<file path="config.mk">
export PLATFORM = sky130hd
export DESIGN_NAME = rice_residual_decoder
export DESIGN_NICKNAME = d
export VERILOG_FILES = /design/src/sv/rrd_pkg.sv /design/src/sv/rrd_front.sv /design/src/sv/rrd_back.sv /design/src/sv/rice_residual_decoder.sv
export SDC_FILE = /design/constraint.sdc
export NUM_CORES = 1
export LEC_CHECK = 0
export ABC_AREA = 1
export BUFFER_PORTS_ARGS = -buffer_cell sky130_fd_sc_hd__buf_2
export CORE_MARGIN = 2
export CORE_UTILIZATION = 62
export CTS_BUF_LIST = sky130_fd_sc_hd__clkbuf_4
export DETAILED_ROUTE_END_ITERATION = 8
export PLACE_DENSITY_LB_ADDON = 0.15
export SYNTH_ARGS = -nofsm -noshare
export SYNTH_HDL_FRONTEND = slang
export SYNTH_SLANG_ARGS = --single-unit
</file>
<file path="constraint.sdc">
create_clock -name clk -period 19.3 [get_ports clk]
set_input_delay 2.895 -clock clk [delete_from_list [all_inputs] [get_ports clk]]
set_output_delay 2.895 -clock clk [all_outputs]
set_load 0.1 [all_outputs]
</file>
<file path="src/sv/rrd_pkg.sv">
// Shared types, constants and helpers for the Rice residual decoder.
// Used by the front queue, the bit-serial back end, the top level and the checker.
package rrd_pkg;

    localparam int BYTE_W      = 8;
    localparam int SAMPLE_W    = 32;
    localparam int K_W         = 5;
    localparam int CNT_W       = 16;
    localparam int BIT_IDX_W   = 3;
    localparam int CFG_ADDR_W  = 1;
    localparam int CFG_DATA_W  = 16;
    localparam int QUEUE_DEPTH = 4;
    localparam int QPTR_W      = $clog2(QUEUE_DEPTH);
    localparam int QCNT_W      = $clog2(QUEUE_DEPTH + 1);

    localparam logic [CNT_W-1:0] MAX_SAMPLES = 16'hFFFF;

    localparam logic [CFG_ADDR_W-1:0] REG_RICE_PARAM   = 1'b0;
    localparam logic [CFG_ADDR_W-1:0] REG_SAMPLE_COUNT = 1'b1;

    typedef struct packed {
        logic [BYTE_W-1:0] data_byte;
        logic              frame_start;
        logic              last_byte;
    } in_item_t;

    typedef struct packed {
        logic signed [SAMPLE_W-1:0] sample;
        logic                       frame_done;
        logic                       error;
    } result_t;

    typedef struct packed {
        logic [K_W-1:0]   rice_param;
        logic [CNT_W-1:0] frame_limit;
    } cfg_t;

    localparam result_t ERR_RESULT = '{sample: '0, frame_done: 1'b0, error: 1'b1};

    // Even u maps to u/2, odd u to -(u+1)/2.
    function automatic logic signed [SAMPLE_W-1:0] zigzag(input logic [SAMPLE_W-1:0] u);
        logic [SAMPLE_W-1:0] s;
        s = (u >> 1) ^ {SAMPLE_W{u[0]}};
        return $signed(s);
    endfunction

endpackage

</file>
<file path="src/sv/rrd_front.sv">
// Input side of the Rice residual decoder: accepts bytes and queues them.
// Depends on rrd_pkg for the item type and queue depth.
module rrd_front
    import rrd_pkg::*;
(
    input  logic     clk,
    input  logic     rst_n,
    input  logic     s_tvalid,
    output logic     s_tready,
    input  in_item_t s_item,
    output logic     q_valid,
    output in_item_t q_item,
    input  logic     q_pop
);

    in_item_t           mem [QUEUE_DEPTH];
    logic [QPTR_W-1:0]  wr_ptr_reg;
    logic [QPTR_W-1:0]  rd_ptr_reg;
    logic [QCNT_W-1:0]  count_reg;
    logic               push;
    logic               pop;

    assign s_tready = (count_reg != QCNT_W'(QUEUE_DEPTH));
    assign q_valid  = (count_reg != '0);
    assign q_item   = mem[rd_ptr_reg];
    assign push     = s_tvalid && s_tready;
    assign pop      = q_pop && q_valid;

    always_ff @(posedge clk)
    begin
        if (push)
        begin
            mem[wr_ptr_reg] <= s_item;
        end
    end

    always_ff @(posedge clk or negedge rst_n)
    begin
        if (!rst_n)
        begin
            wr_ptr_reg <= '0;
            rd_ptr_reg <= '0;
            count_reg  <= '0;
        end
        else
        begin
            if (push)
            begin
                wr_ptr_reg <= wr_ptr_reg + 1'b1;
            end
            if (pop)
            begin
                rd_ptr_reg <= rd_ptr_reg + 1'b1;
            end
            unique case ({push, pop})
                2'b10:   count_reg <= count_reg + 1'b1;
                2'b01:   count_reg <= count_reg - 1'b1;
                default: count_reg <= count_reg;
            endcase
        end
    end

endmodule

</file>
<file path="src/sv/rrd_back.sv">
// Bit-serial Rice decoder: one bit of the queued byte per cycle unless stalled, zigzag map,
// frame bookkeeping and the output register. Depends on rrd_pkg.
module rrd_back
    import rrd_pkg::*;
(
    input  logic     clk,
    input  logic     rst_n,
    input  cfg_t     cfg,
    input  logic     q_valid,
    input  in_item_t q_item,
    output logic     q_pop,
    output logic     out_valid,
    input  logic     out_ready,
    output result_t  out_result,
    output logic     out_run_end
);

    typedef enum logic [0:0] {ST_BITS, ST_TAIL} state_t;

    state_t                 state_reg;
    logic [BIT_IDX_W-1:0]   bit_idx_reg;
    logic                   in_rem_reg;
    logic [SAMPLE_W-1:0]    quot_reg;
    logic [SAMPLE_W-1:0]    rem_reg;
    logic [K_W-1:0]         left_reg;
    logic [CNT_W-1:0]       done_reg;
    logic                   fin_reg;
    result_t                pend_reg;
    logic                   pend_v_reg;
    logic                   extra_err_reg;
    result_t                out_reg;
    logic                   out_last_reg;
    logic                   out_v_reg;

    logic                   first_bit;
    logic                   last_bit;
    logic                   clr;
    logic                   bit_v;
    logic                   in_rem_e;
    logic [SAMPLE_W-1:0]    quot_e;
    logic [SAMPLE_W-1:0]    rem_e;
    logic [K_W-1:0]         left_e;
    logic [CNT_W-1:0]       done_e;
    logic                   fin_e;
    logic                   complete_e;
    logic [SAMPLE_W-1:0]    rem_shift;
    logic [K_W-1:0]         left_dec;
    logic [CNT_W-1:0]       done_inc;
    logic [SAMPLE_W-1:0]    code_u;
    logic                   do_finish;
    logic                   frame_hit;
    logic                   in_rem_next;
    logic [SAMPLE_W-1:0]    quot_next;
    logic [SAMPLE_W-1:0]    rem_next;
    logic [K_W-1:0]         left_next;
    logic [CNT_W-1:0]       done_next;
    logic                   fin_next;
    logic                   new_v;
    result_t                new_res;
    logic                   err_v;
    logic [1:0]             n_items;
    logic                   can_push;
    logic                   push_need;
    result_t                push_item;
    logic                   push_last;
    result_t                second_item;
    logic                   advance;

    assign out_valid   = out_v_reg;
    assign out_result  = out_reg;
    assign out_run_end = out_last_reg;

    assign first_bit = (bit_idx_reg == '1);
    assign last_bit  = (bit_idx_reg == '0);
    assign clr       = first_bit && q_item.frame_start;
    assign bit_v     = q_item.data_byte[bit_idx_reg];

    // frame_start clears the decode state ahead of the first bit
    assign in_rem_e = clr ? 1'b0 : in_rem_reg;
    assign quot_e   = clr ? '0 : quot_reg;
    assign rem_e    = clr ? '0 : rem_reg;
    assign left_e   = clr ? '0 : left_reg;
    assign done_e   = clr ? '0 : done_reg;
    assign fin_e    = clr ? 1'b0 : fin_reg;

    assign complete_e = fin_e || (done_e >= cfg.frame_limit);
    assign rem_shift  = {rem_e[SAMPLE_W-2:0], bit_v};
    assign left_dec   = left_e - 1'b1;
    assign done_inc   = done_e + 1'b1;
    assign code_u     = (quot_e << cfg.rice_param) | (in_rem_e ? rem_shift : rem_e);
    assign frame_hit  = (done_inc >= cfg.frame_limit);

    always_comb
    begin
        in_rem_next = in_rem_e;
        quot_next   = quot_e;
        rem_next    = rem_e;
        left_next   = left_e;
        done_next   = done_e;
        fin_next    = fin_e;
        do_finish   = 1'b0;
        if (!complete_e)
        begin
            if (!in_rem_e)
            begin
                if (bit_v)
                begin
                    quot_next = quot_e + 1'b1;
                end
                else if (cfg.rice_param == '0)
                begin
                    do_finish = 1'b1;
                end
                else
                begin
                    in_rem_next = 1'b1;
                    rem_next    = '0;
                    left_next   = cfg.rice_param;
                end
            end
            else
            begin
                rem_next  = rem_shift;
                left_next = left_dec;
                if (left_dec == '0)
                begin
                    do_finish = 1'b1;
                end
            end
        end
        if (do_finish)
        begin
            in_rem_next = 1'b0;
            quot_next   = '0;
            rem_next    = '0;
            left_next   = '0;
            done_next   = done_inc;
            fin_next    = fin_e || frame_hit;
        end
    end

    assign new_v   = do_finish;
    assign new_res = '{sample: zigzag(code_u), frame_done: frame_hit, error: 1'b0};
    assign err_v   = last_bit && q_item.last_byte
                     && !(fin_next || (done_next >= cfg.frame_limit));
    assign n_items = 2'(pend_v_reg) + 2'(new_v) + 2'(err_v);
    assign can_push = !out_v_reg || out_ready;

    // Results of one byte go out in order: held sample, new sample, error.
    always_comb
    begin
        second_item = pend_v_reg ? (new_v ? new_res : ERR_RESULT) : ERR_RESULT;
        push_item   = pend_reg;
        push_last   = 1'b0;
        push_need   = 1'b0;
        if (state_reg == ST_TAIL)
        begin
            push_need = 1'b1;
            push_last = !extra_err_reg;
        end
        else if (last_bit)
        begin
            push_need = (n_items != 2'd0);
            push_last = (n_items == 2'd1);
            push_item = pend_v_reg ? pend_reg : (new_v ? new_res : ERR_RESULT);
        end
        else
        begin
            push_need = pend_v_reg && new_v;
        end
    end

    assign advance = q_valid && (!push_need || can_push);
    assign q_pop   = (state_reg == ST_BITS) && advance && last_bit;

    always_ff @(posedge clk or negedge rst_n)
    begin
        if (!rst_n)
        begin
            state_reg     <= ST_BITS;
            bit_idx_reg   <= '1;
            in_rem_reg    <= 1'b0;
            quot_reg      <= '0;
            rem_reg       <= '0;
            left_reg      <= '0;
            done_reg      <= '0;
            fin_reg       <= 1'b0;
            pend_reg      <= ERR_RESULT;
            pend_v_reg    <= 1'b0;
            extra_err_reg <= 1'b0;
            out_reg       <= ERR_RESULT;
            out_last_reg  <= 1'b0;
            out_v_reg     <= 1'b0;
        end
        else
        begin
            if (out_ready)
            begin
                out_v_reg <= 1'b0;
            end
            unique case (state_reg)
                ST_BITS:
                begin
                    if (advance)
                    begin
                        in_rem_reg  <= in_rem_next;
                        quot_reg    <= quot_next;
                        rem_reg     <= rem_next;
                        left_reg    <= left_next;
                        done_reg    <= done_next;
                        fin_reg     <= fin_next || err_v;
                        bit_idx_reg <= bit_idx_reg - 1'b1;
                        if (push_need)
                        begin
                            out_reg      <= push_item;
                            out_last_reg <= push_last;
                            out_v_reg    <= 1'b1;
                        end
                        if (last_bit)
                        begin
                            pend_reg      <= second_item;
                            pend_v_reg    <= (n_items >= 2'd2);
                            extra_err_reg <= (n_items == 2'd3);
                            if (n_items >= 2'd2)
                            begin
                                state_reg <= ST_TAIL;
                            end
                        end
                        else if (new_v)
                        begin
                            pend_reg   <= new_res;
                            pend_v_reg <= 1'b1;
                        end
                    end
                end
                ST_TAIL:
                begin
                    if (can_push)
                    begin
                        out_reg      <= pend_reg;
                        out_last_reg <= push_last;
                        out_v_reg    <= 1'b1;
                        if (extra_err_reg)
                        begin
                            pend_reg      <= ERR_RESULT;
                            extra_err_reg <= 1'b0;
                        end
                        else
                        begin
                            pend_v_reg <= 1'b0;
                            state_reg  <= ST_BITS;
                        end
                    end
                end
                default:
                begin
                    state_reg <= ST_BITS;
                end
            endcase
        end
    end

endmodule

</file>
<file path="src/sv/rice_residual_decoder.sv">
// Rice residual decoder top level: configuration registers, byte queue, decoder.
// Depends on rrd_pkg, rrd_front and rrd_back.
//
// Bytes arrive on the s_ stream and are read most significant bit first; each Rice
// code (unary quotient ended by a zero, then rice_param remainder bits) yields one
// zigzag-mapped signed sample on the m_ stream. The decoder core walks one bit per
// cycle unless stalled; when the last bit of a byte leaves two or three results to send
// (a held sample, a new sample, an early-end error) the rest go out from a tail state.
// A 4-entry input queue lets the sender run ahead of the decoder, and an output
// register lets decoding continue while a result waits to be taken. Up to
// nine results follow one byte; tlast marks the last of them. Write rice_param and
// sample_count only while the block is idle. A byte with the frame_start flag
// restarts the frame; after sample_count samples the rest of the bits are dropped.
module rice_residual_decoder
    import rrd_pkg::*;
(
    input  logic                  clk,
    input  logic                  rst_n,
    input  logic                  s_tvalid,
    output logic                  s_tready,
    input  logic [BYTE_W-1:0]     s_tdata,    // [7:0] data_byte
    input  logic                  s_tuser,    // [0] frame_start
    input  logic                  s_tlast,    // last_byte
    output logic                  m_tvalid,
    input  logic                  m_tready,
    output logic [SAMPLE_W-1:0]   m_tdata,    // [31:0] sample
    output logic [1:0]            m_tuser,    // [0] frame_done, [1] error
    output logic                  m_tlast,    // run_end
    input  logic                  cfg_we,
    input  logic [CFG_ADDR_W-1:0] cfg_addr,
    input  logic [CFG_DATA_W-1:0] cfg_wdata
);

    logic [K_W-1:0]   rice_param_reg;
    logic [CNT_W-1:0] sample_count_reg;
    cfg_t             cfg;
    in_item_t         s_item;
    in_item_t         q_item;
    logic             q_valid;
    logic             q_pop;
    result_t          out_result;

    always_ff @(posedge clk or negedge rst_n)
    begin
        if (!rst_n)
        begin
            rice_param_reg   <= '0;
            sample_count_reg <= '0;
        end
        else if (cfg_we)
        begin
            unique case (cfg_addr)
                REG_RICE_PARAM:   rice_param_reg   <= cfg_wdata[K_W-1:0];
                REG_SAMPLE_COUNT: sample_count_reg <= cfg_wdata[CNT_W-1:0];
                default:          rice_param_reg   <= rice_param_reg;
            endcase
        end
    end

    assign cfg.rice_param  = rice_param_reg;
    assign cfg.frame_limit = (sample_count_reg > MAX_SAMPLES) ? MAX_SAMPLES : sample_count_reg;

    assign s_item.data_byte   = s_tdata;
    assign s_item.frame_start = s_tuser;
    assign s_item.last_byte   = s_tlast;

    rrd_front u_front (
        .clk      (clk),
        .rst_n    (rst_n),
        .s_tvalid (s_tvalid),
        .s_tready (s_tready),
        .s_item   (s_item),
        .q_valid  (q_valid),
        .q_item   (q_item),
        .q_pop    (q_pop)
    );

    rrd_back u_back (
        .clk         (clk),
        .rst_n       (rst_n),
        .cfg         (cfg),
        .q_valid     (q_valid),
        .q_item      (q_item),
        .q_pop       (q_pop),
        .out_valid   (m_tvalid),
        .out_ready   (m_tready),
        .out_result  (out_result),
        .out_run_end (m_tlast)
    );

    assign m_tdata = out_result.sample;
    assign m_tuser = {out_result.error, out_result.frame_done};

endmodule

</file>
==> results of run 1 <==
==> cells in the mapped netlist (3+ instances only) <==
library cell,count
nand4_1,34
a21oi_1,55
nor2_2,5
inv_2,11
nand2_2,5
buf_2,29
o21ai_0,126
nand3_2,3
buf_4,16
inv_1,143
nand2_1,778
buf_1,14
nor2_1,127
clkbuf_1,55
buf_6,11
dfstp_2,5
o211ai_1,4
o311ai_0,4
xor2_1,28
o22ai_1,19
nand3_1,402
nor3_2,5
edfxtp_1,40
nor3_1,17
nor4_1,3
ha_1,60
o21ai_1,67
xnor2_1,13
nand2_4,4
dfrtp_1,186
==> power by group through the flow <==
stage	registers, mW	clock network (mW)	logic (mW)
after floorplan	0.911	0	1.15
after global placement	0.751	0	1.60
after detailed placement	0.753	0	1.64
after CTS	0.746	0.424	1.65
after global routing	0.765	0.449	1.86
final	0.749	0.415	1.67
==> metal layers <==
metal	global-route usage	wire length, um
met5	0	0
met4	0.130	1570
met3	0.0540	3320
met2	0.538	20400
met1	0.465	19800
==> worst max-delay path by stage <==
stage / to / slack (ns) / cells after the start
floorplan: u_front.count_reg[2] / 12.49 / 42
global placement: u_back.quot_reg[14] / 10.88 / 35
detailed placement: u_back.quot_reg[14] / 10.60 / 35
CTS: u_back.quot_reg[9] / 10.48 / 35
global route: u_back.quot_reg[9] / 9.56 / 33
finish: u_back.quot_reg[9] / 10.42 / 35
==> critical path: cells and delay by family, from the launching register on <==
kind	cells	cell delay, ns
AND/OR/NAND/NOR	16	3.31
buffers and inverters	9	2.31
AO/OA/AOI/OAI	7	1.29
adder cells (fa/ha/maj)	3	1.07
flip-flops	1	0.75
==> cell usage in the layout, fill, tap and decap left out, types with 28 or more instances in the layout <==
cell type | netlist | layout
a21oi_1 | 55 | 55
buf_2 | 29 | 67
clkbuf_4 | 0 | 86
dfrtp_1 | 186 | 186
edfxtp_1 | 40 | 40
ha_1 | 60 | 60
inv_1 | 143 | 143
nand2_1 | 778 | 777
nand3_1 | 402 | 402
nand4_1 | 34 | 34
nor2_1 | 127 | 127
o21ai_0 | 126 | 126
o21ai_1 | 67 | 67
xor2_1 | 28 | 28
==> logic make-up (layout without fill, tap and decap cells) <==
| family | count (synthesis) | in the layout | synth area share |
|---|---|---|---|
| AO/OA/AOI/OAI | 288 | 288 | 0.0958 |
| buffers and inverters | 281 | 341 | 0.0774 |
| adder cells (fa/ha/maj) | 62 | 62 | 0.0495 |
| flip-flops | 231 | 231 | 0.375 |
| AND/OR/NAND/NOR | 1396 | 1396 | 0.380 |
| other | 0 | 1 | 0 |
| XOR/XNOR | 41 | 41 | 0.0225 |
==> through the flow <==
stage,setup WS (ns),util
floorplan,12.49,-
finish,10.42,0.671
CTS,10.48,0.671
detailed placement,10.60,0.642
global route,9.56,0.671
global placement,10.88,0.642
==> layout make-up <==
cell class,count,area (um^2),share of cell area
tap,330,413,0.0244
clock inverter,17,83.8,0.00495
timing repair buffer,82,454,0.0268
multi-input combinational,1787,8770,0.518
sequential,231,5990,0.353
clock buffer,86,646,0.0381
inverter,156,588,0.0347
antenna,1,2.50,0.000148
==> results.md, run 1 <==
- CP startpoint kind: flip-flop
- Port-buffer cells: around 70
- Largest net degree at the start of global routing: 110
- H-Tree Level Count: 2
- Netlist cell types: 52
- Post-CTS Setup Bufs: 0
- Async SR Flop Fraction: 0.827
- Syn Nets: roughly 2400
- Post-synth EDFFs: 40
- Setup TNS: 0 ns
- Core area: 0.0253 mm^2
- Fin area: between 0.015 and 0.02 mm^2
- DP Cell Count: around 2600
- Top cells by area, synth: dfrtp_1 (29%), nand2_1 (18%), nand3_1 (13%)
- 1st-iter DRT viols: 2039
- 1st-pass router iterations: 9
- Sequential share of power: 0.264
- Power consumption: approximately 2.8 mW
- Placer Congestion: 0.986
- Critical path data required time: 19.94 ns
- Yosys Warn Count: 0
- Crit path DAT: 9.52 ns
- Hold-fix buffers, CTS: 0
- Internal reg-to-reg setup slack: 10.42 ns
- Area delta synth->final: 6.09%
- Num Clock Sinks: 231
- RSZ-0062 raised after global routing: no
- Share of cells above drive strength 1: 0.0941
- Placement-stage cell area: 0.0162 mm^2
- Max-Cap Viols: 0
- Total GRT Usage: 0.338
- Reg2reg end: u_back.quot_reg[9]
- Crit. Startpoint: u_front.rd_ptr_reg[0]
- Critical path capture point type: flip-flop
- Initial Utilization: 0.632
- R2r startpoint: u_front.rd_ptr_reg[0]
- Critical Path Most Common Cell: nand2_1
- Die ar.: between 0.02 and 0.03 mm^2
- DR WL/cell: around 17 um
- Post-CTS sizing: 0
- DP Wirelength: 31000 um
- Slew @ Worst Pin: ~1.2 ns
- Sequential area share after synthesis: 0.375
- Power Density: about 170 mW/mm^2
- Peak supply drop: roughly 0.16 mV
- Chip height: 165 um
- Mapped Area: 0.0160 mm^2
- Switching Fraction: 0.542
- Syn avg cell area: 6.95 um^2
- Share of the synthesized area in the top cell type: 0.291
- Global route overflow: 0
- Clock power share: 0.147
- # fillers: about 2200
- Leakage: 8.52 nW
- Crit share post-route: 0.460
- DR DRC count: 0
- Period minus WS final: 8.88 ns
- Initial antenna violation count: 1
- Drt total wl: 45000 um
- CTS root buf: clkbuf_4
- Final-stage net count: 2411
- Final setup fails: 0
- Area leader, netlist: dfrtp_1
- Status: finished, final reports clean
- Min-delay worst type: reg2reg
- Via count: 15900
- #FFs+latches synth: 231
- Critical Path Max Stage Delay: around 0.75 ns
- Final hold violations: 0
- Antenna-violating nets left: 0
- Clk_lat worst skew: 0.75 ns
- Post-Route Skew: 0.0632 ns
- Critical path fanouts, max: 52
- Worst hold slack: 0.469 ns
- Global-route wire length before repair: 73600 um
- WHS Endpoint: u_back.pend_reg[0]
- P_int: 1.30 mW
- FP Rows: 58
- Cts bufs inserted: 59
- Hold path depth: 2
- Via-to-Cell Ratio: 5.93
- Final count of pins violating max slew: 0
- Startpoint of the worst hold path: u_back.pend_reg[0]
- Psw: between 1.5 and 2 mW
- Max clock buf depth: 3
- Final std cells w/o fill: 2690
- CTS tree: done
- Comb pwr share: 0.589
- Ports: 69
- Vias in the first global route: 14600
- Slew HR: 0.200
- Critical-path cell with the highest stage delay: dfrtp_1
- Crit Path Category: reg2reg
- Fmax: 113 MHz
- Mapped Cells: 2299
- Clock Pin Slew Worst Setup and Hold Paths: 0.07 ns
- Chip Width: 165 um
- R2R depth: 35
- Largest register FFs: 40
- Ys flop type: dfrtp_1
Note: power is estimated with default switching activity, not from simulation.
==> run 2: changes to the inputs <==
==> constraint.sdc (replaced) <==
create_clock -name clk -period 8.65 [get_ports clk]
set_input_delay 1.2975 -clock clk [delete_from_list [all_inputs] [get_ports clk]]
set_output_delay 1.2975 -clock clk [all_outputs]
set_load 0.1 [all_outputs]
==> run 2 against run 1 <==
  * Die area unchanged
  * Wire length decreased by 2.2%
  * Sequential power increased by 120%
  * Combinational power increased by 120%
  * Clock skew is 0.0054 ns lower
  * Register-to-register slack worse by 9.5 ns
  * Global-route usage down 0.86 points
  * First-iteration DRC count is 12% lower
  * Cell count grew 0.71%
  * Utilization is 0.62 points higher
  * Critical path type unchanged
  * Largest cell class unchanged
  * Largest power group unchanged
  * Highest routed layer unchanged
==> results.md, run 2 (synthesized netlist as in run 1, its figures left out) <==
- Slew @ Worst Pin: 1.22 ns (was 1.19 ns)
- Largest net degree at the start of global routing: 119 (was 110)
- Share of cells above drive strength 1: 0.101 (was 0.0941)
- Switching Fraction: 0.533 (was 0.542)
- DR DRC count: 0 (unchanged)
- 1st-iter DRT viols: 1786 (was 2039)
- Crit share post-route: 0.899 (was 0.460)
- Antenna-violating nets left: 0 (unchanged)
- Chip Width: 165 um (unchanged)
- Internal reg-to-reg setup slack: 0.88 ns (was 10.42 ns)
- Global-route wire length before repair: 72100 um (was 73600 um)
- Period minus WS final: 7.77 ns (was 8.88 ns)
- Status: finished, final reports clean (unchanged)
- Global route overflow: 0 (unchanged)
- Initial Utilization: 0.632 (unchanged)
- Critical Path Max Stage Delay: 0.56 ns (was 0.75 ns)
- Largest register FFs: 40 (unchanged)
- Power Density: 377 mW/mm^2 (was 167 mW/mm^2)
- Chip height: 165 um (unchanged)
- Startpoint of the worst hold path: u_back.pend_reg[15] (was u_back.pend_reg[0])
- Leakage: 8.61 nW (was 8.52 nW)
- Area delta synth->final: 7.07% (was 6.09%)
- Total GRT Usage: 0.329 (was 0.338)
- Post-CTS Setup Bufs: 0 (unchanged)
- Ports: 69 (unchanged)
- Via count: 15800 (was 15900)
- Peak supply drop: 0.300 mV (was 0.158 mV)
- Most frequent cells in the layout: nand2_1 (777), nand3_1 (402), dfrtp_1 (186), inv_1 (143), nor2_1 (127) (unchanged)
- Hold-fix buffers, CTS: 0 (unchanged)
- Final hold violations: 0 (unchanged)
- Fin area: 0.0171 mm^2 (was 0.0169 mm^2)
- DP Wirelength: 30000 um (was 31000 um)
- Sequential share of power: 0.257 (was 0.264)
- Port-buffer cells: 68 (unchanged)
- Vias in the first global route: 14700 (was 14600)
- Max-Cap Viols: 0 (unchanged)
- Clock Pin Slew Worst Setup and Hold Paths: 0.07 ns (about the same)
- CTS tree: done (unchanged)
- Cts bufs inserted: 67 (was 59)
- Post-CTS sizing: 0 (unchanged)
- Fmax: 129 MHz (was 113 MHz)
- CTS root buf: clkbuf_4 (unchanged)
- Placement-stage cell area: 0.0162 mm^2 (about the same)
- H-Tree Level Count: 3 (was 2)
- PnR worst setup slack: 0.877 ns (was 10.42 ns)
- Crit path DAT: 8.33 ns (was 9.52 ns)
- Max clock buf depth: 3 (unchanged)
- WHS Endpoint: u_back.pend_reg[15] (was u_back.pend_reg[0])
- Initial antenna violation count: 1 (unchanged)
- # fillers: 2229 (was 2233)
- R2R depth: 36 (was 35)
- R2r startpoint: u_front.rd_ptr_reg[1] (was u_front.rd_ptr_reg[0])
- Post-Route Skew: 0.0577 ns (was 0.0632 ns)
- Worst slack, placed: 0.924 ns (was 10.60 ns)
- Comb pwr share: 0.578 (was 0.589)
- Setup TNS: 0 ns (unchanged)
- Critical Path Most Common Cell: inv_1 (was nand2_1)
- Via-to-Cell Ratio: 5.84 (was 5.93)
- Final setup fails: 0 (unchanged)
- Critical path capture point type: flip-flop (unchanged)
- Slew HR: 0.185 (was 0.200)
- CP startpoint kind: flip-flop (unchanged)
- Critical path data required time: 9.21 ns (was 19.94 ns)
- Hold path depth: 2 (unchanged)
- Core area: 0.0253 mm^2 (unchanged)
- Clock power share: 0.165 (was 0.147)
- P_int: 3.01 mW (was 1.30 mW)
- FP Rows: 58 (unchanged)
- Psw: 3.44 mW (was 1.54 mW)
- Final-stage net count: 2420 (was 2411)
- RSZ-0062 raised after global routing: no (unchanged)
- Num Clock Sinks: 231 (unchanged)
- Crit Path Category: reg2reg (unchanged)
- Most common cell after layout, fill and taps aside: nand2_1 (unchanged)
- Clk_lat worst skew: 0.71 ns (was 0.75 ns)
- Placer Congestion: 0.946 (was 0.986)
- Critical path fanouts, max: 43 (was 52)
- Min-delay worst type: reg2reg (unchanged)
- 1st-pass router iterations: 6 (was 9)
- Die ar.: 0.0271 mm^2 (unchanged)
- Drt total wl: 44100 um (was 45000 um)
- DR WL/cell: 16.3 um (was 16.7 um)
- Reg2reg end: u_front.count_reg[2] (was u_back.quot_reg[9])
- Final count of pins violating max slew: 0 (unchanged)
- Critical-path cell with the highest stage delay: dfrtp_1 (unchanged)
==> run 2: cell count changes in the layout (fill, tap and decap cells not counted) <==
cell	before	now
nand2_4	4	3
clkinv_1	13	15
clkinv_2	2	1
buf_4	14	15
inv_2	11	13
nand2_8	0	1
clkbuf_4	86	100
clkinvlp_4	0	1
inv_8	1	0
bufinv_16	0	1
==> run 2: metrics by stage <==
| stage | cells | power, mW | util | hold slack (ns) |
|---|---|---|---|---|
| 2_1_floorplan | 2299 | 4.59 | - | 0.440 |
| 3_3_place_gp | 2587 | 5.25 | 0.642 | 0.449 |
| 3_5_place_dp | 2587 | 5.32 | 0.642 | 0.459 |
| 4_1_cts | 2708 | 6.42 | 0.677 | 0.472 |
| 5_1_grt | 2709 | 6.97 | 0.677 | 0.485 |
| 6_report | 2709 | 6.45 | 0.677 | 0.471 |
==> run 2: final cells by class <==
type | count | area [um^2] | area share
diodes | 1 | 2.50 | 0.000146
clock buffers | 100 | 751 | 0.0439
clock inverters | 21 | 120 | 0.00702
inverters | 156 | 588 | 0.0344
multi-input cells | 1787 | 8780 | 0.513
flip-flops and latches | 231 | 5990 | 0.350
well taps | 330 | 413 | 0.0241
repair buffers | 83 | 462 | 0.0270
==> run 2: worst max-delay path by stage <==
stage                          start  slack, ns                    to
4_1_cts        u_front.rd_ptr_reg[1]       0.89    u_back.pend_reg[6]
3_3_place_gp   u_front.rd_ptr_reg[1]       1.15  u_front.count_reg[2]
2_1_floorplan  u_back.bit_idx_reg[0]       1.84  u_front.count_reg[2]
3_5_place_dp   u_front.rd_ptr_reg[1]       0.92  u_front.count_reg[2]
6_report       u_front.rd_ptr_reg[1]       0.88  u_front.count_reg[2]
5_1_grt        u_front.rd_ptr_reg[1]      0.008  u_front.count_reg[2]
==> run 2: worst max-delay path: cells and delay by family (launching register included) <==
family,cells,cell delay [ns]
AO/OA/AOI/OAI,9,1.33
XOR/XNOR,1,0.15
adder cells (fa/ha/maj),5,1.68
buffers and inverters,9,1.27
flip-flops,1,0.56
AND/OR/NAND/NOR,12,2.60
==> run 2: power groups by stage <==
stage / sequential, mW / clock (mW) / combinational, mW
final: 1.66 / 1.07 / 3.72
after global routing: 1.69 / 1.14 / 4.14
after CTS: 1.65 / 1.09 / 3.68
after detailed placement: 1.67 / 0 / 3.66
after global placement: 1.66 / 0 / 3.58
after floorplan: 2.03 / 0 / 2.56
==> run 2: metal layers <==
metal,share of wire,up-vias,global-route usage
met4,0.031,0,0.125
met2,0.47,645,0.541
met3,0.063,106,0.0555
met5,0,-,0
met1,0.44,7348,0.438
li1,-,7720,-
==> run 3: changes to the inputs <==
--- a/config.mk
+++ b/config.mk
@@ -8,7 +8,7 @@
 export ABC_AREA = 1
 export BUFFER_PORTS_ARGS = -buffer_cell sky130_fd_sc_hd__buf_2
 export CORE_MARGIN = 2
-export CORE_UTILIZATION = 62
+export CORE_UTILIZATION = 59
 export CTS_BUF_LIST = sky130_fd_sc_hd__clkbuf_4
 export DETAILED_ROUTE_END_ITERATION = 8
 export PLACE_DENSITY_LB_ADDON = 0.15
==> constraint.sdc (replaced) <==
create_clock -name clk -period 6.4 [get_ports clk]
set_input_delay 0.96 -clock clk [delete_from_list [all_inputs] [get_ports clk]]
set_output_delay 0.96 -clock clk [all_outputs]
set_load 0.1 [all_outputs]
==> run 3 against run 2 <==
  * Via count rose by 1.9%
  * Critical path type unchanged
  * Combinational power up 45%
  * Clock power grew 26%
  * Worst setup slack worse by 0.65 ns
  * Register-to-register slack lost 0.65 ns
  * Count of clock-buffer cells in the layout shrank 18
  * Fmax is 26% higher
  * Non-clock buffer count is 78 higher
  * Total power is 39% higher
  * Critical endpoint unchanged
  * Design area grew 5.0%
==> results.md, run 3 (synthesized netlist as in run 1, its figures left out) <==
- CP top delay family: simple AND/OR/NAND/NOR gates (unchanged)
- Period minus WS final: 6.17 ns (was 7.77 ns)
- Antenna-violating nets left: 0 (unchanged)
- Peak supply drop: 0.244 mV (was 0.300 mV)
- Vias in the first global route: 15000 (was 14700)
- Ports: 69 (unchanged)
- Final Util: 0.670 (was 0.677)
- CP startpoint kind: flip-flop (unchanged)
- Most common cell after layout, fill and taps aside: nand2_1 (unchanged)
- Post-Route Skew: 0.0416 ns (was 0.0577 ns)
- Global route overflow: 0 (unchanged)
- Via count: 16100 (was 15800)
- Total GRT Usage: 0.319 (was 0.329)
- Most frequent cells in the layout: nand2_1 (768), nand3_1 (398), dfrtp_1 (186), inv_1 (138), nor2_1 (125) (was nand2_1 (777), nand3_1 (402), dfrtp_1 (186), inv_1 (143), nor2_1 (127))
- Crit Path Category: reg2reg (unchanged)
- Share of cells above drive strength 1: 0.139 (was 0.101)
- Max clock buf depth: 3 (unchanged)
- Power Density: 499 mW/mm^2 (was 377 mW/mm^2)
- CTS root buf: clkbuf_4 (unchanged)
- Critical path capture point type: flip-flop (unchanged)
- Slew HR: 0.161 (was 0.185)
- Largest net degree at the start of global routing: 87 (was 119)
- DP Wirelength: 31200 um (was 30000 um)
- Clock Pin Slew Worst Setup and Hold Paths: 0.07 ns (about the same)
- Largest register FFs: 40 (unchanged)
- # fillers: 2404 (was 2229)
- Port-buffer cells: 68 (unchanged)
- Fin area: 0.0179 mm^2 (was 0.0171 mm^2)
- Status: finished, final reports clean (unchanged)
- Leakage: 8.97 nW (was 8.61 nW)
- Cts bufs inserted: 61 (was 67)
- Clk_lat worst skew: 0.77 ns (was 0.71 ns)
- Critical-path cell with the highest stage delay: dfstp_2 (was dfrtp_1)
- Crit path DAT: 6.79 ns (was 8.33 ns)
- Max-Cap Viols: 0 (unchanged)
- Critical path data required time: 7.02 ns (was 9.21 ns)
- Chip Width: 169 um (was 165 um)
- Seq. cell area: 0.00599 mm^2 (unchanged)
- Multi-input gate area: 0.00901 mm^2 (was 0.00878 mm^2)
- Slew @ Worst Pin: 1.25 ns (was 1.22 ns)
- Critical Path Max Stage Delay: 0.56 ns (about the same)
- Drt total wl: 44900 um (was 44100 um)
- Critical Path Most Common Cell: inv_1 (unchanged)
- Final setup fails: 0 (unchanged)
- Core area: 0.0268 mm^2 (was 0.0253 mm^2)
- Global-route wire length before repair: 74000 um (was 72100 um)
- Placer Congestion: 0.937 (was 0.946)
- Buffers & Inverters on Critical Path: 9 (unchanged)
- Via-to-Cell Ratio: 5.77 (was 5.84)
- Chip height: 169 um (was 165 um)
- Num Clock Sinks: 231 (unchanged)
- Final count of pins violating max slew: 0 (unchanged)
- 1st-iter DRT viols: 1674 (was 1786)
- H-Tree Level Count: 2 (was 3)
- Die ar.: 0.0284 mm^2 (was 0.0271 mm^2)
- CTS tree: done (unchanged)
- RSZ-0062 raised after global routing: yes (was no)
- Crit share post-route: 0.964 (was 0.899)
- Hold-fix buffers, CTS: 0 (unchanged)
- DR WL/cell: 16.1 um (was 16.3 um)
- Fmax: 162 MHz (was 129 MHz)
- Initial antenna violation count: 1 (unchanged)
- Initial Utilization: 0.596 (was 0.632)
- DR DRC count: 0 (unchanged)
- Min-delay worst type: in2async (was reg2reg)
- FP Rows: 60 (was 58)
- Final hold violations: 0 (unchanged)
- Critical path fanouts, max: 12 (was 43)
- 1st-pass router iterations: 9 (was 6)
- Area delta synth->final: 12.4% (was 7.07%)
- Final-stage net count: 2494 (was 2420)
- Placement-stage cell area: 0.0170 mm^2 (was 0.0162 mm^2)
## run 3: area by class of cell
| type | instances | area share |
|---|---|---|
| multi-input combinational | 1789 | 0.502 |
| sequential | 231 | 0.334 |
| timing repair buffer | 161 | 0.0611 |
| clock buffer | 82 | 0.0343 |
| inverter | 156 | 0.0339 |
| tap | 341 | 0.0238 |
| clock inverter | 32 | 0.0106 |
| antenna | 5 | 0.000697 |
## run 3: repair_timing
| action | CTS | global route |
|---|---|---|
| setup endpoints to repair | 1 | 164 |
| cloned | 2 | 0 |
| gates resized for setup | 4 | 31 |
| setup buffers | 2 | 2 |
| pin swaps | 0 | 5 |
## run 3: where the power goes
group,total [mW],internal (mW),switching [mW]
Combinational,5.38,1.58,3.81
Sequential,2.22,1.96,0.265
Clock,1.35,0.683,0.663
## run 3: stage by stage
| step | cells | setup TNS [ns] | setup WS, ns | power [mW] | hold WS [ns] |
|---|---|---|---|---|---|
| 2_1_floorplan | 2299 | -0.0171 | -0.0171 | 6.27 | 0.440 |
| 3_3_place_gp | 2672 | 0 | 0.101 | 7.34 | 0.451 |
| 3_5_place_dp | 2672 | -0.0126 | -0.0126 | 7.46 | 0.454 |
| 4_1_cts | 2790 | 0 | 0.0452 | 8.87 | 0.264 |
| 5_1_grt | 2797 | -0.127 | -0.121 | 9.69 | 0.298 |
| 6_report | 2797 | 0 | 0.230 | 8.95 | 0.252 |
## run 3: layer usage
metal,routed length (um),track usage,vias up
met4,1570,0.120,0
met2,21300,0.541,615
li1,-,-,7918
met3,2790,0.0475,126
met1,19300,0.415,7468
met5,0,0,-
## run 3: worst paths after layout
kind	from	endpoint	slack, ns	cells after the start
max reg2reg	u_back.bit_idx_reg[0]	u_front.count_reg[2]	0.23	35
max in group asynchronous	rst_n	sample_count_reg[15]	4.86	2
min in group clk	s_tdata[1]	u_front.mem[1][3]	0.42	1
min	rst_n	u_back.quot_reg[6]	0.25	1
min reg2reg	u_back.pend_reg[0]	u_back.pend_reg[0]	0.46	2
max	u_back.bit_idx_reg[0]	u_front.count_reg[2]	0.23	35
## run 3: worst register-to-register path, delay by kind of cell (launching register included)
kind,cells,cell delay [ns]
fa+ha+maj,6,1.57
simple gates,11,1.59
compound gates,8,1.29
buf+inv,9,0.90
xor+xnor,1,0.13
flops,1,0.56
